**src/hdl/brb_pkg.sv**
```systemverilog
package brb_pkg;

    // Store geometry and block limits.
    localparam int DEPTH     = 256;
    localparam int MAX_BLOCK = 64;
    localparam int PTR_W     = $clog2(DEPTH);
    localparam int CAP_W     = PTR_W + 1;
    localparam int BLK_W     = $clog2(MAX_BLOCK + 1);
    localparam int DATA_W    = 8;

    // Request codes carried in the input tuser.
    typedef enum logic [2:0] {
        REQ_WRITE  = 3'd0,
        REQ_PEEK   = 3'd1,
        REQ_GET    = 3'd2,
        REQ_GETBLK = 3'd3,
        REQ_REWIND = 3'd4,
        REQ_LEVEL  = 3'd5,
        REQ_CLEAR  = 3'd6,
        REQ_NOP    = 3'd7
    } t_req;

    // Result status codes.
    typedef enum logic [1:0] {
        ST_OK    = 2'd0,
        ST_EMPTY = 2'd1,
        ST_DROP  = 2'd2
    } t_status;

    // Controller states.
    typedef enum logic [2:0] {
        S_IDLE,
        S_EXEC,
        S_WALK,
        S_BRD,
        S_BOUT,
        S_EMIT
    } t_state;

    // Commands from the controller to the datapath.
    typedef struct packed {
        logic take;   // ready for an input transfer
        logic exec;   // carry out the captured request
        logic walk;   // advance the read pointer by one byte of a block get
        logic brd;    // read one byte of a block get
        logic bout;   // load one block byte into the output register
        logic emit;   // load the single result into the output register
    } t_cmd;

    // Status from the datapath to the controller.
    typedef struct packed {
        logic in_fire;   // input transfer this cycle
        t_req req;       // captured request code
        logic blk_ok;    // block get passes its checks
        logic cnt_last;  // block byte counter is at its final byte
        logic out_free;  // output register can take a result
    } t_sts;

endpackage

```
**src/hdl/brb_ctrl.sv**
```systemverilog
module brb_ctrl (
    input  logic          i_clk,
    input  logic          i_rst_n,
    input  brb_pkg::t_sts i_sts,
    output brb_pkg::t_cmd o_cmd
);

    brb_pkg::t_state r_state;
    brb_pkg::t_state n_state;

    // State register.
    always_ff @(posedge i_clk) begin
        if (!i_rst_n) begin
            r_state <= brb_pkg::S_IDLE;
        end else begin
            r_state <= n_state;
        end
    end

    // Next state.
    always_comb begin
        n_state = r_state;
        case (r_state)
            brb_pkg::S_IDLE: begin
                if (i_sts.in_fire) n_state = brb_pkg::S_EXEC;
            end
            brb_pkg::S_EXEC: begin
                if (i_sts.req == brb_pkg::REQ_GETBLK && i_sts.blk_ok) begin
                    n_state = brb_pkg::S_WALK;
                end else begin
                    n_state = brb_pkg::S_EMIT;
                end
            end
            brb_pkg::S_WALK: begin
                if (i_sts.cnt_last) n_state = brb_pkg::S_BRD;
            end
            brb_pkg::S_BRD: begin
                n_state = brb_pkg::S_BOUT;
            end
            brb_pkg::S_BOUT: begin
                if (i_sts.out_free) begin
                    n_state = i_sts.cnt_last ? brb_pkg::S_IDLE : brb_pkg::S_BRD;
                end
            end
            brb_pkg::S_EMIT: begin
                if (i_sts.out_free) n_state = brb_pkg::S_IDLE;
            end
            default: begin
                n_state = brb_pkg::S_IDLE;
            end
        endcase
    end

    // Command outputs.
    always_comb begin
        o_cmd = '0;
        case (r_state)
            brb_pkg::S_IDLE: o_cmd.take = 1'b1;
            brb_pkg::S_EXEC: o_cmd.exec = 1'b1;
            brb_pkg::S_WALK: o_cmd.walk = 1'b1;
            brb_pkg::S_BRD:  o_cmd.brd  = 1'b1;
            brb_pkg::S_BOUT: o_cmd.bout = i_sts.out_free;
            brb_pkg::S_EMIT: o_cmd.emit = i_sts.out_free;
            default: o_cmd = '0;
        endcase
    end

endmodule

```
**src/hdl/brb_datapath.sv**
```systemverilog
module brb_datapath (
    input  logic                        i_clk,
    input  logic                        i_rst_n,
    input  brb_pkg::t_cmd               i_cmd,
    output brb_pkg::t_sts               o_sts,
    input  logic                        i_cfg_we,
    input  logic [brb_pkg::CAP_W-1:0]   i_cfg_wdata,
    input  logic                        i_in_valid,
    input  logic [23:0]                 i_in_data,
    input  logic [3:0]                  i_in_user,
    output logic                        o_out_valid,
    input  logic                        i_out_ready,
    output logic [23:0]                 o_out_data,
    output logic                        o_out_last
);

    localparam int PW = brb_pkg::PTR_W;
    localparam int CW = brb_pkg::CAP_W;
    localparam int BW = brb_pkg::BLK_W;
    localparam int DW = brb_pkg::DATA_W;

    // Captured request.
    brb_pkg::t_req    r_req;
    logic [DW-1:0]    r_din;
    logic [CW-1:0]    r_cnt;
    logic             r_first;

    // Buffer state.
    logic [CW-1:0]    r_cap;
    logic [PW-1:0]    r_rp, n_rp;
    logic [PW-1:0]    r_wp, n_wp;
    logic             r_full, n_full;
    logic             r_acc, n_acc;
    logic [CW-1:0]    r_rem, n_rem;
    logic [BW-1:0]    r_left, n_left;
    logic [PW-1:0]    r_addr, n_addr;
    brb_pkg::t_status r_status, n_status;
    logic             r_use_rd, n_use_rd;

    // Byte store with per-entry valid bits; an invalid entry reads as zero.
    logic [DW-1:0]    r_mem [brb_pkg::DEPTH];
    logic [brb_pkg::DEPTH-1:0] r_vld;
    logic [DW-1:0]    r_rdata;
    logic             r_rvld;
    logic             mem_we, mem_re, wipe;
    logic [PW-1:0]    mem_wa, mem_ra;

    // Output register.
    logic             r_ovalid;
    logic [DW-1:0]    r_odata;
    brb_pkg::t_status r_ostat;
    logic [CW-1:0]    r_olvl;
    logic             r_olast;

    logic [CW-1:0]    w_lvl;
    logic [DW-1:0]    w_rd;
    logic             w_fire, w_out_free, w_blk_ok;

    // Step a pointer forward, wrapping at the capacity.
    function automatic logic [PW-1:0] adv(input logic [PW-1:0] p,
                                          input logic [CW-1:0] c);
        logic [CW-1:0] n;
        n = {1'b0, p} + CW'(1);
        return (n >= c) ? '0 : n[PW-1:0];
    endfunction

    // Fill level from the pointers, clamped to 0..capacity.
    function automatic logic [CW-1:0] fill(input logic [PW-1:0] rp,
                                           input logic [PW-1:0] wp,
                                           input logic          full,
                                           input logic [CW-1:0] c);
        logic signed [CW+1:0] d;
        logic [CW-1:0]        r;
        d = $signed({2'b00, c}) - $signed({3'b000, rp}) + $signed({3'b000, wp});
        if (rp == wp) begin
            r = full ? c : '0;
        end else if (wp > rp) begin
            r = {1'b0, wp} - {1'b0, rp};
            if (r > c) r = c;
        end else if (d < 0) begin
            r = '0;
        end else if (d > $signed({2'b00, c})) begin
            r = c;
        end else begin
            r = d[CW-1:0];
        end
        return r;
    endfunction

    assign w_fire     = i_in_valid && i_cmd.take;
    assign w_out_free = !r_ovalid || i_out_ready;
    assign w_lvl      = fill(r_rp, r_wp, r_full, r_cap);
    assign w_rd       = r_rvld ? r_rdata : '0;
    assign w_blk_ok   = (r_cnt != '0) && (r_cnt <= CW'(brb_pkg::MAX_BLOCK))
                        && (r_cnt <= w_lvl);

    assign o_sts.in_fire  = w_fire;
    assign o_sts.req      = r_req;
    assign o_sts.blk_ok   = w_blk_ok;
    assign o_sts.cnt_last = (r_left == BW'(1));
    assign o_sts.out_free = w_out_free;

    assign o_out_valid = r_ovalid;
    assign o_out_data  = {5'b0, r_olvl, r_ostat, r_odata};
    assign o_out_last  = r_olast;

    // Request execution, block walk and block read addressing.
    always_comb begin
        logic          ok;
        logic          acc_mid;
        logic [CW-1:0] rem_mid;
        logic [PW-1:0] wp_nx;
        n_rp     = r_rp;
        n_wp     = r_wp;
        n_full   = r_full;
        n_acc    = r_acc;
        n_rem    = r_rem;
        n_left   = r_left;
        n_addr   = r_addr;
        n_status = r_status;
        n_use_rd = r_use_rd;
        mem_we   = 1'b0;
        mem_re   = 1'b0;
        wipe     = 1'b0;
        mem_wa   = r_wp;
        mem_ra   = r_rp;
        ok       = 1'b0;
        acc_mid  = r_acc;
        rem_mid  = r_rem;
        wp_nx    = adv(r_wp, r_cap);

        if (i_cmd.exec) begin
            n_status = brb_pkg::ST_OK;
            n_use_rd = 1'b0;
            case (r_req)
                brb_pkg::REQ_WRITE: begin
                    // Space check happens on the first byte of a block.
                    if (r_first) begin
                        if (w_lvl == '0) ok = 1'b1;
                        else if (w_lvl >= r_cap) ok = 1'b0;
                        else ok = (r_cnt <= (r_cap - w_lvl));
                        acc_mid = ok;
                        rem_mid = ok ? r_cnt : '0;
                    end
                    if (!acc_mid || rem_mid == '0) begin
                        n_status = brb_pkg::ST_DROP;
                    end else begin
                        rem_mid = rem_mid - CW'(1);
                        if (r_full && r_rp == r_wp) begin
                            n_status = brb_pkg::ST_DROP;
                        end else begin
                            mem_we = 1'b1;
                            n_wp   = wp_nx;
                            if (wp_nx == r_rp) n_full = 1'b1;
                        end
                    end
                    n_rem = rem_mid;
                    n_acc = (rem_mid == '0) ? 1'b0 : acc_mid;
                end
                brb_pkg::REQ_PEEK, brb_pkg::REQ_GET: begin
                    if (w_lvl == '0) begin
                        n_status = brb_pkg::ST_EMPTY;
                    end else begin
                        mem_re   = 1'b1;
                        n_use_rd = 1'b1;
                        if (r_req == brb_pkg::REQ_GET) begin
                            n_rp   = adv(r_rp, r_cap);
                            n_full = 1'b0;
                        end
                    end
                end
                brb_pkg::REQ_GETBLK: begin
                    if (w_blk_ok) begin
                        n_addr = r_rp;
                        n_left = r_cnt[BW-1:0];
                    end else begin
                        n_status = brb_pkg::ST_EMPTY;
                    end
                end
                brb_pkg::REQ_REWIND: begin
                    if (r_cnt != '0 && r_cnt < r_cap) begin
                        if ({1'b0, r_rp} >= r_cnt) begin
                            n_rp = r_rp - r_cnt[PW-1:0];
                        end else begin
                            n_rp = PW'(r_cap - r_cnt + {1'b0, r_rp});
                        end
                        n_full = (n_rp == r_wp);
                    end
                end
                brb_pkg::REQ_CLEAR: begin
                    wipe   = 1'b1;
                    n_rp   = '0;
                    n_wp   = '0;
                    n_full = 1'b0;
                    n_acc  = 1'b0;
                    n_rem  = '0;
                end
                default: begin
                end
            endcase
        end

        // First pass of a block get: move the read pointer to its final place.
        if (i_cmd.walk) begin
            n_rp = adv(r_rp, r_cap);
            if (r_left == BW'(1)) begin
                n_left = r_cnt[BW-1:0];
                n_full = 1'b0;
            end else begin
                n_left = r_left - BW'(1);
            end
        end

        // Second pass: read the bytes from the saved start address.
        if (i_cmd.brd) begin
            mem_re = 1'b1;
            mem_ra = r_addr;
            n_addr = adv(r_addr, r_cap);
        end

        if (i_cmd.bout) begin
            n_left = r_left - BW'(1);
        end
    end

    // Control and pointer registers.
    always_ff @(posedge i_clk) begin
        if (!i_rst_n) begin
            r_cap    <= CW'(brb_pkg::DEPTH);
            r_rp     <= '0;
            r_wp     <= '0;
            r_full   <= 1'b0;
            r_acc    <= 1'b0;
            r_rem    <= '0;
            r_left   <= '0;
            r_status <= brb_pkg::ST_OK;
            r_use_rd <= 1'b0;
            r_vld    <= '0;
        end else begin
            if (i_cfg_we) begin
                if (i_cfg_wdata == '0) r_cap <= CW'(1);
                else if (i_cfg_wdata > CW'(brb_pkg::DEPTH)) r_cap <= CW'(brb_pkg::DEPTH);
                else r_cap <= i_cfg_wdata;
            end
            r_rp     <= n_rp;
            r_wp     <= n_wp;
            r_full   <= n_full;
            r_acc    <= n_acc;
            r_rem    <= n_rem;
            r_left   <= n_left;
            r_status <= n_status;
            r_use_rd <= n_use_rd;
            if (wipe) begin
                r_vld <= '0;
            end else if (mem_we) begin
                r_vld[mem_wa] <= 1'b1;
            end
        end
    end

    // Payload registers: captured request and block read address.
    always_ff @(posedge i_clk) begin
        r_addr <= n_addr;
        if (w_fire) begin
            r_req   <= brb_pkg::t_req'(i_in_user[2:0]);
            r_first <= i_in_user[3];
            r_din   <= i_in_data[DW-1:0];
            r_cnt   <= i_in_data[DW+CW-1:DW];
        end
    end

    // Byte store: one write and one registered read per cycle.
    always_ff @(posedge i_clk) begin
        if (mem_we) r_mem[mem_wa] <= r_din;
        if (mem_re) begin
            r_rdata <= r_mem[mem_ra];
            r_rvld  <= r_vld[mem_ra] && !(mem_we && wipe);
        end
    end

    // Output register; a new result loads as the previous one transfers.
    always_ff @(posedge i_clk) begin
        if (!i_rst_n) begin
            r_ovalid <= 1'b0;
        end else if (i_cmd.emit || i_cmd.bout) begin
            r_ovalid <= 1'b1;
        end else if (i_out_ready) begin
            r_ovalid <= 1'b0;
        end
    end

    always_ff @(posedge i_clk) begin
        if (i_cmd.emit) begin
            r_odata <= r_use_rd ? w_rd : '0;
            r_ostat <= r_status;
            r_olvl  <= w_lvl;
            r_olast <= 1'b1;
        end else if (i_cmd.bout) begin
            r_odata <= w_rd;
            r_ostat <= brb_pkg::ST_OK;
            r_olvl  <= w_lvl;
            r_olast <= (r_left == BW'(1));
        end
    end

endmodule

```
**src/hdl/byte_ring_buffer_rewind.sv**
```systemverilog
// Byte ring buffer with block writes, block gets and read pointer rewind.
// A request that gives one result passes through capture, execute and output load;
// the next request is taken only once that result is in the output register.
// A block get first walks the read pointer through the whole block in one pass,
// then each byte takes a store read and an output load on the single read port.
// Reset (synchronous, active low) empties the buffer, zeroes the store and sets capacity to 256.
module byte_ring_buffer_rewind (
    input  logic        i_clk,
    input  logic        i_rst_n,
    // Configuration: capacity register
    input  logic        i_cfg_we,
    input  logic [8:0]  i_cfg_wdata,
    // Request stream
    input  logic        s_axis_tvalid,
    output logic        s_axis_tready,
    input  logic [23:0] s_axis_tdata,   // [7:0] data_in, [16:8] count, [23:17] zero
    input  logic [3:0]  s_axis_tuser,   // [2:0] req_type, [3] block_first
    // Result stream
    output logic        m_axis_tvalid,
    input  logic        m_axis_tready,
    output logic [23:0] m_axis_tdata,   // [7:0] data_out, [9:8] status, [18:10] fill_level
    output logic        m_axis_tlast    // last result of the request
);

    brb_pkg::t_cmd cmd;
    brb_pkg::t_sts sts;

    assign s_axis_tready = cmd.take;

    // Sequencing of each request.
    brb_ctrl u_ctrl (
        .i_clk   (i_clk),
        .i_rst_n (i_rst_n),
        .i_sts   (sts),
        .o_cmd   (cmd)
    );

    // Pointers, byte store and result register.
    brb_datapath u_datapath (
        .i_clk       (i_clk),
        .i_rst_n     (i_rst_n),
        .i_cmd       (cmd),
        .o_sts       (sts),
        .i_cfg_we    (i_cfg_we),
        .i_cfg_wdata (i_cfg_wdata),
        .i_in_valid  (s_axis_tvalid),
        .i_in_data   (s_axis_tdata),
        .i_in_user   (s_axis_tuser),
        .o_out_valid (m_axis_tvalid),
        .i_out_ready (m_axis_tready),
        .o_out_data  (m_axis_tdata),
        .o_out_last  (m_axis_tlast)
    );

endmodule

```
**config.mk**
```make
export PLATFORM = sky130hd
export DESIGN_NAME = byte_ring_buffer_rewind
export DESIGN_NICKNAME = d
export VERILOG_FILES = /design/src/hdl/brb_pkg.sv /design/src/hdl/brb_ctrl.sv /design/src/hdl/brb_datapath.sv /design/src/hdl/byte_ring_buffer_rewind.sv
export SDC_FILE = /design/constraint.sdc
export NUM_CORES = 2
export LEC_CHECK = 0
export BUFFER_PORTS_ARGS = -buffer_cell sky130_fd_sc_hd__clkbuf_2
export CAP_MARGIN = 20
export CORE_ASPECT_RATIO = 1.1
export CORE_MARGIN = 2
export CORE_UTILIZATION = 46
export DETAILED_ROUTE_END_ITERATION = 10
export SETUP_SLACK_MARGIN = 0.02
export SLEW_MARGIN = 20
export SYNTH_ARGS = -nofsm -noshare
export SYNTH_HDL_FRONTEND = slang
export SYNTH_SLANG_ARGS = --single-unit
```
**constraint.sdc**
```tcl
create_clock -name i_clk -period 28.8 [get_ports i_clk]
set_clock_uncertainty 0.15 [all_clocks]
set_input_delay 1.44 -clock i_clk [delete_from_list [all_inputs] [get_ports i_clk]]
set_output_delay 1.44 -clock i_clk [all_outputs]
set_load 0.01 [all_outputs]
```
==> metrics.txt <==
# TYPE chip_impl_metric gauge
chip_impl_info{name="run_status",value="finished, final reports clean"} 1
chip_impl_metric{name="setup_viol_count_final",unit=""} 0
chip_impl_metric{name="wl_met1",unit="mm"} 107.4
chip_impl_metric{name="async_flop_share",unit=""} 0
chip_impl_metric{name="number_of_antenna_violations_at_the_first_check_in_global_routing",unit=""} 2
chip_impl_metric{name="groute.usage.overall",unit=""} 0.2259
chip_impl_metric{name="post-route-min-period",unit="ns"} 13.64
chip_impl_info{name="min-delay-path-class",value="register to register"} 1
chip_impl_metric{name="max_freq",unit="GHz"} 0.07330
chip_impl_metric{name="slew_viol_final",unit=""} 0
chip_impl_metric{name="x_dimension_of_the_die",unit="um"} 449.3
chip_impl_info{name="cp-endpoint",value="u_datapath.r_mem[50][5]"} 1
chip_impl_metric{name="final_hold_fails",unit=""} 0
chip_impl_metric{name="syn2layout_area_growth",unit="%"} 11.28
chip_impl_metric{name="utilization",unit=""} 0.5155
chip_impl_info{name="timing_worst_setup_path_type",value="register to register"} 1
chip_impl_metric{name="placement.io_buffers",unit=""} 56
chip_impl_info{name="cp-startpoint",value="u_datapath.r_rp[2]"} 1
chip_impl_metric{name="timing.reg2reg.worst_path_depth",unit=""} 47
chip_impl_metric{name="clk_transition_reported_paths",unit="ns"} 0.07
chip_impl_metric{name="post-route-drc-count",unit=""} 0
chip_impl_metric{name="area_share_of_the_largest_cell_type_after_synthesis",unit=""} 0.6301
chip_impl_metric{name="initial_utilization",unit=""} 0.4632
chip_impl_metric{name="gp_routability_congestion",unit=""} 0.8622
chip_impl_info{name="highest-signal-layer",value="met4"} 1
chip_impl_metric{name="ctsLongestPathBuffers",unit=""} 3
chip_impl_info{name="regToRegEndpoint",value="u_datapath.r_mem[50][5]"} 1
chip_impl_metric{name="post_synth_num_cell_types",unit=""} 91
chip_impl_metric{name="floorplan.io_pins",unit=""} 69
chip_impl_metric{name="post_cts_hold_buffer_count",unit=""} 0
chip_impl_metric{name="ys_seq_elements",unit=""} 2412
chip_impl_metric{name="crit_arrival",unit="ns"} 13.96
chip_impl_metric{name="syn_area",unit="um^2"} 100300
chip_impl_metric{name="die-area",unit="um^2"} 221900
chip_impl_metric{name="global_route.overflow_total",unit=""} 0
chip_impl_info{name="netlist_top_cells_area",value="edfxtp_1 (63%), mux4_2 (13%), dfxtp_1 (6.1%)"} 1
chip_impl_info{name="postSynth.topFlopCell",value="edfxtp_1"} 1
chip_impl_info{name="grt_setup_unrepaired",value="no"} 1
chip_impl_info{name="tritoncts",value="built"} 1
chip_impl_metric{name="vias_per_cell",unit=""} 6.007
chip_impl_metric{name="final_worst_hold_slack",unit="ns"} 0.2986
chip_impl_metric{name="post-route-period-util",unit=""} 0.4737
chip_impl_metric{name="synth_seq_area_share",unit=""} 0.6913
chip_impl_metric{name="first_global_vias",unit=""} 54692
chip_impl_metric{name="leakage",unit="nW"} 36.14
chip_impl_metric{name="core.rowCount",unit=""} 179
chip_impl_metric{name="synth-edff-count",unit=""} 2105
chip_impl_metric{name="drt.antenna.violating_nets",unit=""} 0
chip_impl_metric{name="setup_slack",unit="ns"} 15.16
chip_impl_metric{name="cap_viol_max_count",unit=""} 0
chip_impl_metric{name="clock-sinks",unit=""} 2412
chip_impl_metric{name="wire_length_of_the_first_global_routing_pass",unit="mm"} 372.2
chip_impl_metric{name="finish.cell_count_without_fillers",unit=""} 9159
chip_impl_info{name="worst_setup_path_end_kind",value="register"} 1
chip_impl_metric{name="r2r_setup_slack",unit="ns"} 15.16
chip_impl_metric{name="worst-path-max-fanout",unit=""} 74
chip_impl_metric{name="tritoncts.num_buffers",unit=""} 234
chip_impl_info{name="synth_top_cell_by_area",value="edfxtp_1"} 1
chip_impl_metric{name="die_height",unit="um"} 493.8
chip_impl_metric{name="routed-wl-met3",unit="mm"} 17.40
chip_impl_info{name="critical_path.most_common_cell",value="ha_1"} 1
chip_impl_metric{name="transition_at_the_pin_with_the_smallest_max_transition_slack",unit="ns"} 1.247
chip_impl_metric{name="final_nets",unit=""} 6237
chip_impl_metric{name="timing.slew.headroom",unit=""} 0.1632
chip_impl_metric{name="vdd_ir_drop_max",unit="uV"} 56.74
chip_impl_metric{name="cts.repair.resized",unit=""} 0
chip_impl_metric{name="detailroute.via_count",unit=""} 55022
chip_impl_metric{name="register_area",unit="um^2"} 69360
chip_impl_metric{name="design.core.area",unit="um^2"} 216600
chip_impl_metric{name="detail_route.wirelength",unit="mm"} 253.3
chip_impl_metric{name="cpPeakStageDelay",unit="ns"} 0.89
chip_impl_metric{name="worstSkewPairLatency",unit="ns"} 0.88
chip_impl_metric{name="place_hpwl",unit="mm"} 152.2
chip_impl_metric{name="cellPowerDensity",unit="nW/um^2"} 82.80
chip_impl_info{name="critical-path-slowest-cell",value="nor2_1"} 1
chip_impl_info{name="critPathLaunchType",value="register"} 1
chip_impl_metric{name="netlist_instances",unit=""} 6041
chip_impl_info{name="ctsRootBufferMaster",value="clkbuf_16"} 1
chip_impl_metric{name="place.detailed.instances",unit=""} 8710
chip_impl_metric{name="finalSetupTns",unit="ns"} 0
chip_impl_info{name="timing.rr.start",value="u_datapath.r_rp[2]"} 1
chip_impl_metric{name="final_layout_size_suffix_gt1_frac",unit=""} 0.2017
chip_impl_metric{name="violation_count_after_the_first_detailed_route_iteration",unit=""} 5875
chip_impl_metric{name="ys_warn_count",unit=""} 0
chip_impl_metric{name="detailroute.wirelength.met2",unit="mm"} 121.2
chip_impl_metric{name="grt_max_degree",unit=""} 226
chip_impl_metric{name="drt-wirelength-per-cell",unit="um"} 27.65
chip_impl_metric{name="place_worst_setup_slack",unit="ns"} 15.28
chip_impl_metric{name="worst-endpoint-required",unit="ns"} 29.11
chip_impl_metric{name="multi_input_comb_area",unit="um^2"} 29130
chip_impl_metric{name="syn_avg_cell_area",unit="um^2"} 16.61
chip_impl_metric{name="firstDrtPassIters",unit=""} 7
chip_impl_metric{name="n_fill_cell",unit=""} 17588
chip_impl_metric{name="htree_num_levels",unit=""} 4
chip_impl_metric{name="post_cts_setup_bufs",unit=""} 0
-- routing by layer --
| layer | global-route usage | vias up |
|---|---|---|
| met1 | 0.3203 | 28798 |
| met5 | 0 | - |
| li1 | - | 23898 |
| met3 | 0.03635 | 370 |
| met4 | 0.06922 | 0 |
| met2 | 0.3614 | 1956 |
-- power by group --
group          switching, mW  internal [mW]
registers             0.0317           3.90
logic                   1.37          0.837
clock network           1.34           1.76
-- worst min path at each step --
stage                          startpoint               endpoint  slack (ns)  depth (start not counted)
floorplan           u_datapath.r_vld[114]  u_datapath.r_vld[114]        0.27                          2
global route         u_datapath.r_vld[61]   u_datapath.r_vld[61]        0.32                          2
finish              u_datapath.r_vld[148]  u_datapath.r_vld[148]        0.30                          2
global placement    u_datapath.r_vld[148]  u_datapath.r_vld[148]        0.28                          2
detailed placement  u_datapath.r_vld[152]  u_datapath.r_vld[152]        0.29                          2
CTS                 u_datapath.r_vld[189]  u_datapath.r_vld[189]        0.30                          2
-- synth_stat cells (12+ instances only) --
cell type / instances
o21a_1: 152
a31oi_1: 99
buf_2: 40
nand2b_1: 24
xnor2_1: 48
fa_1: 12
nor3_1: 19
a21oi_1: 130
a211oi_1: 214
nand2_1: 568
clkbuf_1: 247
and2_1: 172
nor2_4: 22
ha_1: 130
nor2b_1: 27
mux2i_1: 18
dfxtp_1: 307
nor4_1: 13
a21o_1: 20
o21ai_0: 174
a22oi_1: 13
nand4_1: 13
xor2_1: 19
edfxtp_1: 2105
mux4_2: 576
and3_1: 16
nor2_1: 246
nor2_2: 98
inv_1: 80
a311oi_1: 82
buf_1: 81
nand3_1: 95
-- layout by cell type, fill, tap and decap left out, drive strengths merged, types with 82 or more instances in the layout --
master and n:
a211oi 214, dfxtp 307, inv 88, nor2 366, ha 130, and2 176
nand3 96, o21ai 183, o21a 152, a31oi 99, nand2 568, clkbuf 375
edfxtp 2105, buf 108, a311oi 82, mux4 576, clkinv 90, a21oi 134
-- layout make-up --
cell class	count	share of cell area
Tap cell	2896	0.03246
Multi-Input combinational cell	3159	0.2609
Sequential cell	2412	0.6212
Clock buffer	319	0.05741
Timing Repair Buffer	164	0.01244
Antenna cell	2	0.00004483
Inverter	82	0.002757
Clock inverter	125	0.01276
-- stage by stage --
stage / area, um^2 / power, mW
2_1_floorplan: 100300 / 5.557
3_3_place_gp: 103700 / 6.184
3_5_place_dp: 103700 / 6.206
4_1_cts: 111600 / 9.291
5_1_grt: 111600 / 9.589
6_report: 111600 / 9.244
-- sequential cells by signal, summed over array words and instances, names as in the netlist, 7 cells and up --
name / flops
u_datapath.r_rem: 9
u_datapath.r_odata: 8
u_datapath.r_din: 8
u_datapath.r_addr: 8
u_datapath.r_left: 7
u_datapath.r_rp: 8
u_datapath.r_cnt: 9
u_datapath.r_rdata: 8
u_datapath.r_vld: 256
u_datapath.mem_wa: 8
u_datapath.r_olvl: 9
u_datapath.r_mem: 2048
u_datapath.r_cap: 9
-- critical path: cells and delay by family, from the launching register on --
kind / cells / cell delay (ns)
compound gates: 22 / 5.23
simple gates: 12 / 3.37
fa+ha+maj: 6 / 2.03
buf+inv: 3 / 1.04
flops: 1 / 0.70
xor+xnor: 4 / 0.65
-- kinds of logic (layout without fill, tap and decap cells) --
group | after synthesis | after routing | synth area share
multiplexers | 597 | 597 | 0.1314
adder cells (fa/ha/maj) | 142 | 142 | 0.01861
AND/OR/NAND/NOR | 1351 | 1351 | 0.06420
AO/OA/AOI/OAI | 997 | 997 | 0.06826
flip-flops | 2412 | 2412 | 0.6913
buffers and inverters | 474 | 690 | 0.02030
other | 1 | 7 | 0.00003738
XOR/XNOR | 67 | 67 | 0.005849
Note: power is estimated with default switching activity, not from simulation.
